==> src/rtl/kvos_pkg.sv <==
`timescale 1ns / 1ps
`default_nettype none

package kvos_pkg;

  localparam int CFG_IDX_W  = 2;
  localparam int CFG_DATA_W = 64;
  localparam int KEY_LEN_W  = 4;
  localparam int KEY_BITS   = 64;
  localparam int CHAR_W     = 8;
  localparam int COUNT_W    = 8;
  localparam int MATCH_W    = 4;

  localparam logic [CFG_IDX_W-1:0] REG_KEY_CHARS  = 2'd0;
  localparam logic [CFG_IDX_W-1:0] REG_KEY_LENGTH = 2'd1;
  localparam logic [CFG_IDX_W-1:0] REG_MAX_VALUE  = 2'd2;
  localparam logic [CFG_IDX_W-1:0] REG_FIRST_ONLY = 2'd3;

  localparam logic [CHAR_W-1:0] CHAR_NUL   = 8'h00;
  localparam logic [CHAR_W-1:0] CHAR_SPACE = 8'h20;
  localparam logic [CHAR_W-1:0] CHAR_TAB   = 8'h09;
  localparam logic [CHAR_W-1:0] CHAR_EQ    = 8'h3d;

  localparam logic [COUNT_W-1:0] COUNT_MAX = 8'hff;

  typedef struct packed {
    logic [CHAR_W-1:0]  value_byte;
    logic               byte_valid;
    logic               value_done;
    logic               value_truncated;
    logic               line_end;
    logic [COUNT_W-1:0] found_count;
  } kvos_result_t;

endpackage

`default_nettype wire

==> src/rtl/key_value_option_scanner_unit.sv <==
`timescale 1ns / 1ps
`default_nettype none

// Channel  | Handshake             | Payload
// ---------+-----------------------+------------------------------------------
// input    | in_valid / in_ready   | character
// output   | out_valid / out_ready | value_byte, byte_valid, value_done,
//          |                       | value_truncated, line_end, found_count
// config   | cfg_valid / cfg_ready | cfg_index, cfg_data
//
// One item per cycle while the output is not stalled; an item that yields a result
// passes from the input register into the result register.
// Synchronous reset returns scanner state, configuration and valid flags to their reset values.
// A stalled result holds the input register; input stalls only when both are full.
// Configuration writes are taken every cycle.

module key_value_option_scanner_unit #(
  parameter int KEY_MAX_CHARS   = 8,
  parameter int VALUE_LEN_WIDTH = 12
) (
  input  wire logic                             clk,
  input  wire logic                             rst,
  input  wire logic                             in_valid,
  output logic                                  in_ready,
  input  wire logic [kvos_pkg::CHAR_W-1:0]      character,
  output logic                                  out_valid,
  input  wire logic                             out_ready,
  output logic [kvos_pkg::CHAR_W-1:0]           value_byte,
  output logic                                  byte_valid,
  output logic                                  value_done,
  output logic                                  value_truncated,
  output logic                                  line_end,
  output logic [kvos_pkg::COUNT_W-1:0]          found_count,
  input  wire logic                             cfg_valid,
  output logic                                  cfg_ready,
  input  wire logic [kvos_pkg::CFG_IDX_W-1:0]   cfg_index,
  input  wire logic [kvos_pkg::CFG_DATA_W-1:0]  cfg_data
);
  import kvos_pkg::*;

  logic [KEY_BITS-1:0]        key_chars;
  logic [KEY_LEN_W-1:0]       key_length;
  logic [VALUE_LEN_WIDTH-1:0] max_value_length;
  logic                       first_only;

  logic              s1_valid;
  logic [CHAR_W-1:0] s1_char;
  logic              advance;
  logic              step;
  logic              res_valid;
  kvos_result_t      res;
  kvos_result_t      out_reg;

  kvos_cfg #(
    .VALUE_LEN_WIDTH(VALUE_LEN_WIDTH)
  ) u_cfg (
    .clk             (clk),
    .rst             (rst),
    .cfg_valid       (cfg_valid),
    .cfg_ready       (cfg_ready),
    .cfg_index       (cfg_index),
    .cfg_data        (cfg_data),
    .key_chars       (key_chars),
    .key_length      (key_length),
    .max_value_length(max_value_length),
    .first_only      (first_only)
  );

  kvos_core #(
    .KEY_MAX_CHARS  (KEY_MAX_CHARS),
    .VALUE_LEN_WIDTH(VALUE_LEN_WIDTH)
  ) u_core (
    .clk             (clk),
    .rst             (rst),
    .step            (step),
    .character       (s1_char),
    .key_chars       (key_chars),
    .key_length      (key_length),
    .max_value_length(max_value_length),
    .first_only      (first_only),
    .res_valid       (res_valid),
    .res             (res)
  );

  assign advance  = !out_valid || out_ready;
  assign step     = s1_valid && advance;
  assign in_ready = !s1_valid || advance;

  always_ff @(posedge clk) begin
    if (rst) begin
      s1_valid <= 1'b0;
    end else if (in_valid && in_ready) begin
      s1_valid <= 1'b1;
    end else if (advance) begin
      s1_valid <= 1'b0;
    end
  end

  always_ff @(posedge clk) begin
    if (in_valid && in_ready) begin
      s1_char <= character;
    end
  end

  always_ff @(posedge clk) begin
    if (rst) begin
      out_valid <= 1'b0;
    end else if (step && res_valid) begin
      out_valid <= 1'b1;
    end else if (out_ready) begin
      out_valid <= 1'b0;
    end
  end

  always_ff @(posedge clk) begin
    if (step && res_valid) begin
      out_reg <= res;
    end
  end

  assign value_byte      = out_reg.value_byte;
  assign byte_valid      = out_reg.byte_valid;
  assign value_done      = out_reg.value_done;
  assign value_truncated = out_reg.value_truncated;
  assign line_end        = out_reg.line_end;
  assign found_count     = out_reg.found_count;

endmodule

`default_nettype wire

==> src/rtl/kvos_cfg.sv <==
`timescale 1ns / 1ps
`default_nettype none

module kvos_cfg #(
  parameter int VALUE_LEN_WIDTH = 12
) (
  input  wire logic                             clk,
  input  wire logic                             rst,
  input  wire logic                             cfg_valid,
  output logic                                  cfg_ready,
  input  wire logic [kvos_pkg::CFG_IDX_W-1:0]   cfg_index,
  input  wire logic [kvos_pkg::CFG_DATA_W-1:0]  cfg_data,
  output logic [kvos_pkg::KEY_BITS-1:0]         key_chars,
  output logic [kvos_pkg::KEY_LEN_W-1:0]        key_length,
  output logic [VALUE_LEN_WIDTH-1:0]            max_value_length,
  output logic                                  first_only
);
  import kvos_pkg::*;

  assign cfg_ready = 1'b1;

  always_ff @(posedge clk) begin
    if (rst) begin
      key_chars        <= '0;
      key_length       <= KEY_LEN_W'(1);
      max_value_length <= VALUE_LEN_WIDTH'(63);
      first_only       <= 1'b0;
    end else if (cfg_valid) begin
      unique case (cfg_index)
        REG_KEY_CHARS:  key_chars        <= cfg_data[KEY_BITS-1:0];
        REG_KEY_LENGTH: key_length       <= cfg_data[KEY_LEN_W-1:0];
        REG_MAX_VALUE:  max_value_length <= cfg_data[VALUE_LEN_WIDTH-1:0];
        REG_FIRST_ONLY: first_only       <= cfg_data[0];
        default: ;
      endcase
    end
  end

endmodule

`default_nettype wire

==> src/rtl/kvos_core.sv <==
`timescale 1ns / 1ps
`default_nettype none

module kvos_core #(
  parameter int KEY_MAX_CHARS   = 8,
  parameter int VALUE_LEN_WIDTH = 12
) (
  input  wire logic                          clk,
  input  wire logic                          rst,
  input  wire logic                          step,
  input  wire logic [kvos_pkg::CHAR_W-1:0]   character,
  input  wire logic [kvos_pkg::KEY_BITS-1:0] key_chars,
  input  wire logic [kvos_pkg::KEY_LEN_W-1:0] key_length,
  input  wire logic [VALUE_LEN_WIDTH-1:0]    max_value_length,
  input  wire logic                          first_only,
  output logic                               res_valid,
  output kvos_pkg::kvos_result_t             res
);
  import kvos_pkg::*;

  typedef enum logic [2:0] {
    PH_BLANK,
    PH_MATCH,
    PH_SKIP,
    PH_VALUE,
    PH_STOP
  } phase_t;

  localparam int VL_W = VALUE_LEN_WIDTH + 1;

  phase_t             phase, phase_next;
  logic [MATCH_W-1:0] match_position, match_position_next;
  logic [VL_W-1:0]    value_length, value_length_next;
  logic [COUNT_W-1:0] values_found, values_found_next;

  logic [KEY_LEN_W-1:0] klen;
  logic [MATCH_W-1:0]   pos;
  logic [CHAR_W-1:0]    kbyte;
  logic                 blank;
  logic [VL_W-1:0]      max_ext;
  logic [COUNT_W-1:0]   found_inc;
  phase_t               m_phase;
  logic [MATCH_W-1:0]   m_pos;
  logic                 m_open;

  assign klen = (key_length > KEY_LEN_W'(KEY_MAX_CHARS)) ? KEY_LEN_W'(KEY_MAX_CHARS)
                                                         : key_length;
  assign blank     = (character == CHAR_SPACE) || (character == CHAR_TAB);
  assign max_ext   = {1'b0, max_value_length};
  assign found_inc = (values_found != COUNT_MAX) ? values_found + 1'b1 : values_found;
  assign pos       = (phase == PH_MATCH) ? match_position : '0;
  assign kbyte     = key_chars[pos[2:0]*CHAR_W +: CHAR_W];

  always_comb begin
    m_phase = PH_SKIP;
    m_pos   = pos;
    m_open  = 1'b0;
    if (klen == '0) begin
      m_phase = PH_SKIP;
    end else if (pos < MATCH_W'(klen)) begin
      if (character == kbyte) begin
        m_pos   = pos + 1'b1;
        m_phase = PH_MATCH;
      end
    end else if (character == CHAR_EQ) begin
      m_phase = PH_VALUE;
      m_open  = 1'b1;
    end
  end

  always_comb begin
    phase_next          = phase;
    match_position_next = match_position;
    value_length_next   = value_length;
    values_found_next   = values_found;
    res_valid           = 1'b0;
    res                 = '0;
    res.found_count     = values_found;
    if (character == CHAR_NUL) begin
      res_valid    = 1'b1;
      res.line_end = 1'b1;
      if (phase == PH_VALUE && value_length != '0) begin
        res.value_done      = 1'b1;
        res.value_truncated = value_length > max_ext;
        res.found_count     = found_inc;
      end
      phase_next          = PH_BLANK;
      match_position_next = '0;
      value_length_next   = '0;
      values_found_next   = '0;
    end else begin
      unique case (phase)
        PH_BLANK, PH_MATCH: begin
          if (blank) begin
            phase_next = PH_BLANK;
          end else begin
            phase_next          = m_phase;
            match_position_next = m_pos;
            if (m_open) begin
              value_length_next = '0;
            end
          end
        end
        PH_SKIP: begin
          if (blank) begin
            phase_next = PH_BLANK;
          end
        end
        PH_VALUE: begin
          if (blank) begin
            if (value_length != '0) begin
              res_valid           = 1'b1;
              res.value_done      = 1'b1;
              res.value_truncated = value_length > max_ext;
              res.found_count     = found_inc;
              values_found_next   = found_inc;
              phase_next          = first_only ? PH_STOP : PH_BLANK;
              value_length_next   = '0;
            end else begin
              phase_next = PH_BLANK;
            end
          end else if (value_length < max_ext) begin
            value_length_next = value_length + 1'b1;
            res_valid         = 1'b1;
            res.value_byte    = character;
            res.byte_valid    = 1'b1;
          end else begin
            value_length_next = max_ext + 1'b1;
          end
        end
        PH_STOP: ;
        default: phase_next = PH_BLANK;
      endcase
    end
  end

  always_ff @(posedge clk) begin
    if (rst) begin
      phase          <= PH_BLANK;
      match_position <= '0;
      value_length   <= '0;
      values_found   <= '0;
    end else if (step) begin
      phase          <= phase_next;
      match_position <= match_position_next;
      value_length   <= value_length_next;
      values_found   <= values_found_next;
    end
  end

endmodule

`default_nettype wire
==> config.mk <==
export PLATFORM = sky130hd
export DESIGN_NAME = key_value_option_scanner_unit
export DESIGN_NICKNAME = d
export VERILOG_FILES = /design/src/rtl/kvos_pkg.sv /design/src/rtl/key_value_option_scanner_unit.sv /design/src/rtl/kvos_cfg.sv /design/src/rtl/kvos_core.sv
export SDC_FILE = /design/constraint.sdc
export NUM_CORES = 1
export LEC_CHECK = 0
export BUFFER_PORTS_ARGS = -buffer_cell sky130_fd_sc_hd__buf_2
export CAP_MARGIN = 25
export CORE_ASPECT_RATIO = 0.7
export CORE_MARGIN = 1
export CORE_UTILIZATION = 55
export CTS_BUF_LIST = sky130_fd_sc_hd__clkbuf_2
export CTS_CLUSTER_DIAMETER = 200
export CTS_CLUSTER_SIZE = 30
export DETAILED_ROUTE_END_ITERATION = 7
export PLACE_DENSITY = 0.8
export SLEW_MARGIN = 25
export SYNTH_ARGS = -nofsm -noshare
export SYNTH_HDL_FRONTEND = slang
export SYNTH_HIERARCHICAL = 1
export SYNTH_SLANG_ARGS = --single-unit
export TNS_END_PERCENT = 100
==> constraint.sdc <==
create_clock -name clk -period 4.4 [get_ports clk]
set_input_delay 0.22 -clock clk [delete_from_list [all_inputs] [get_ports clk]]
set_output_delay 0.22 -clock clk [all_outputs]
set_load 0.02 [all_outputs]
==> results by group <==
Critical path
  • FF-to-FF setup slack: 0.43 ns
  • Crit path arrival time: 4.58 ns
  • CP Class: reg2reg
  • Crit path required time: 5.02 ns
  • Startpoint Class: register
  • Crit. End Element: register
  • Critical path peak fanout: 15

Floorplan
  • Row count: 36
  • Core ar.: 14050 sq um
  • I/O pin cnt: 102
  • Die width: 146.1 um
  • Die area: 15030 sq um
  • Die height: 102.9 um
  • Initial Util: 0.5687

Yosys
  • Synth cell types: 78
  • Area leader, netlist: dfxtp_1
  • Synth Warn #: 6
  • Synthesized netlist net count: 958
  • Post-Synthesis Cells: 861
  • Seq/Total Area, Yosys: 0.3832
  • Synthesis-stage register bit count: 139
  • Number of synthesized flops with an enable pin: 28
  • Largest cells by area after synthesis: dfxtp_1, mux2i_1, nand2b_1
  • Top-area cell type share of the netlist area: 0.2780
  • Synth Cell Area: 7993 sq um
  • Top FF cell, synth: dfxtp_1
  • Syn Area/Cell: 9.283 sq um
  • Async SR Flop Fraction: 0

STA
  • Clock Skew: 0.02969 ns
  • Setup TNS: 0 ns
  • Setup-failing EPs final: 0
  • Relative slew slack: 0.4612
  • Min Clock Period, post-route: 3.967 ns
  • Final slew viol count: 0
  • Final Hold Vio Count: 0
  • RSZ-0062 raised after global routing: false
  • Period utilisation layout: 0.9016
  • Tightest Pin Transition: 0.8082 ns
  • Fmax: 0.2521 GHz

Clock tree
  • # hold bufs at CTS: 78
  • Total CTS buffers: 17
  • CTS tree: yes
  • Clock sink total: 139
  • Post-cts sizing count: 0
  • Reg clk slew, reported paths: 0.21 ns
  • H-tree depth: 4
  • Postcts setup bufs: 0
  • CTS Root Cell: clkbuf_2
  • CTS max path bufs: 2
  • Skew-Pair Late Insertion Delay: 0.70 ns

Placed design
  • Placer's final routability congestion estimate: 0.9582
  • Placed inst area: 8479 sq um
  • # port buffers: 100
  • DP HPWL: 13680 um

Power and ir drop
  • Overall Power: 2534 uW
  • Worst VDD drop: 0.1747 mV
  • Sw Share: 0.2614
  • Int Pwr: 1871 uW
  • Power per cell area: 264.5 nW/um^2
  • Lkg Pwr: 0.003752 uW
  • Clk pwr share: 0.351
  • Sw power: 662.4 uW
  • Gate power share: 0.110
  • Sequential power share: 0.538

Route
  • Remaining DRCs: 0
  • DR iter-0 viols: 670
  • DR vias: 6943
  • DR pass1 iterations: 7
  • ANT nets after route: 0
  • DRT Wirelength: 20810 um
  • Drt wl/cell: 17.04 um
  • Via/cell ratio: 5.686

Global route
  • Vias in the first global route: 6341
  • Congestion Overflow GR: 0
  • Largest net degree at the start of global routing: 90
  • First-pass GRT wire length: 32870 um
  • GRT Overall Usage: 0.2830
  • Initial antenna violation count: 0

Outcome
  • Status: completed

Final layout
  • Area growth syn-to-layout: 19.87%
  • Fill count: 1114
  • Antenna Cells: 0
  • Nets@finish: 1115
  • Layout cells sized above 1: 0.1591
  • Final Cell Area: 9580 sq um

Flow run
  • Max cap viols: 0

Worst hold path
  • Hold Crit Class: in2reg
-- state kept, by name, indices dropped and copies added (netlist names) --
signal	count
u_cfg/key_chars	64
u_core/value_length	13
u_cfg/max_value_length	12
found_count	8
s1_char	8
u_core/values_found	8
value_byte	8
u_cfg/key_length	4
u_core/match_position	4
u_core/phase	3
byte_valid	1
line_end	1
out_valid	1
s1_valid	1
u_cfg/first_only	1
value_done	1
value_truncated	1
-- worst max-delay path: stages (launching register included) --
cell	delay, ns
dfxtp_1	0.68
nand4bb_1	0.53
inv_2	0.21
ha_1	0.25
nor4b_1	0.32
a211oi_1	0.15
a211oi_1	0.72
nand4b_1	0.24
a211oi_1	0.41
nand4_1	0.15
a31o_1	0.23
-- routing by layer --
metal,GRT usage,vias up,part of all wire
li1,-,3402,-
met1,0.4010,3215,0.49
met2,0.4244,303,0.41
met3,0.08274,23,0.094
met4,0.06971,0,0.0098
met5,0,-,0
-- placed cells by master, fill, tap and decap left out, drive strengths merged, types with 7 or more instances in the layout --
cell type | netlist | final
buf | 21 | 108
mux2i | 97 | 97
ha | 18 | 18
dfxtp | 111 | 111
nand3 | 14 | 14
inv | 26 | 33
nor2 | 53 | 53
nor3 | 22 | 22
a21o | 8 | 8
nand4 | 7 | 7
a211oi | 18 | 18
clkbuf | 27 | 17
o211ai | 8 | 8
o21ai | 25 | 25
xnor2 | 10 | 10
a21oi | 38 | 38
and3 | 12 | 12
edfxtp | 28 | 28
nand2b | 142 | 142
nand2 | 45 | 45
dlygate4sd3 | 0 | 78
nor4 | 10 | 10
and2 | 13 | 13
-- synth_stat cells (all sizes together), types with 8 or more instances --
cell type / n
mux2i: 97
o21ai: 25
nand2b: 142
xnor2: 10
nor2: 53
and2: 13
a21o: 8
nor4: 10
buf: 21
a211oi: 18
a21oi: 38
ha: 18
clkbuf: 27
and3: 12
edfxtp: 28
o211ai: 8
dfxtp: 111
nand2: 45
nor3: 22
inv: 26
nand3: 14
-- stage by stage --
stage / std cells / hold slack, ns / util / setup WS (ns)
final: 1221 / 0.04149 / 0.6817 / 0.4329
after global routing: 1221 / 0.03086 / 0.6817 / 0.1000
after CTS: 1220 / 0.01033 / 0.6798 / 0.5333
after detailed placement: 1110 / 0.3981 / 0.6034 / 0.6710
after global placement: 1110 / 0.4025 / 0.6034 / 0.7620
after floorplan: 861 / 0.2891 / - / 1.049
-- path summary, 6_finish.rpt --
kind | from | endpoint | cells after the start
setup / recovery | u_core/phase[1]$_SDFFE_PP0P_ | u_core/match_position[2]$_SDFFE_PP0P_ | 10
hold / removal | rst | u_core/value_length[3]$_SDFFE_PP0P_ | 2
setup reg to reg | u_core/phase[1]$_SDFFE_PP0P_ | u_core/match_position[2]$_SDFFE_PP0P_ | 10
hold reg to reg | u_cfg/key_chars[49]$_SDFFE_PP0P_ | u_cfg/key_chars[49]$_SDFFE_PP0P_ | 2
-- cells by family (layout without fill, tap and decap cells) --
group | after synthesis | after routing | share of synthesized area
AO/OA/AOI/OAI | 155 | 155 | 0.1343
XOR/XNOR | 11 | 11 | 0.01205
adder cells (fa/ha/maj) | 18 | 18 | 0.02818
buffers and inverters | 74 | 244 | 0.05213
flip-flops | 139 | 139 | 0.3832
multiplexers | 99 | 99 | 0.1243
other | 1 | 1 | 0.0004692
AND/OR/NAND/NOR | 364 | 364 | 0.2653
-- power by group through the flow --
stage,registers (uW),clock network [uW],logic (uW)
finish,1360,890,280
global route,1370,957,304
CTS,1360,909,271
detailed placement,1390,0,218
global placement,1390,0,216
floorplan,1370,0,162
-- final cells by class --
class                   instances  area [sq um]  area share
multi-input cells             648          4523      0.4721
flip-flops and latches        139          3063      0.3197
repair buffers                186          1364      0.1424
well taps                     190         237.7     0.02481
clock inverters                15         207.7     0.02168
inverters                      26         100.1     0.01045
clock buffers                  17         85.08    0.008881
Power figures use the tool's default switching activity.
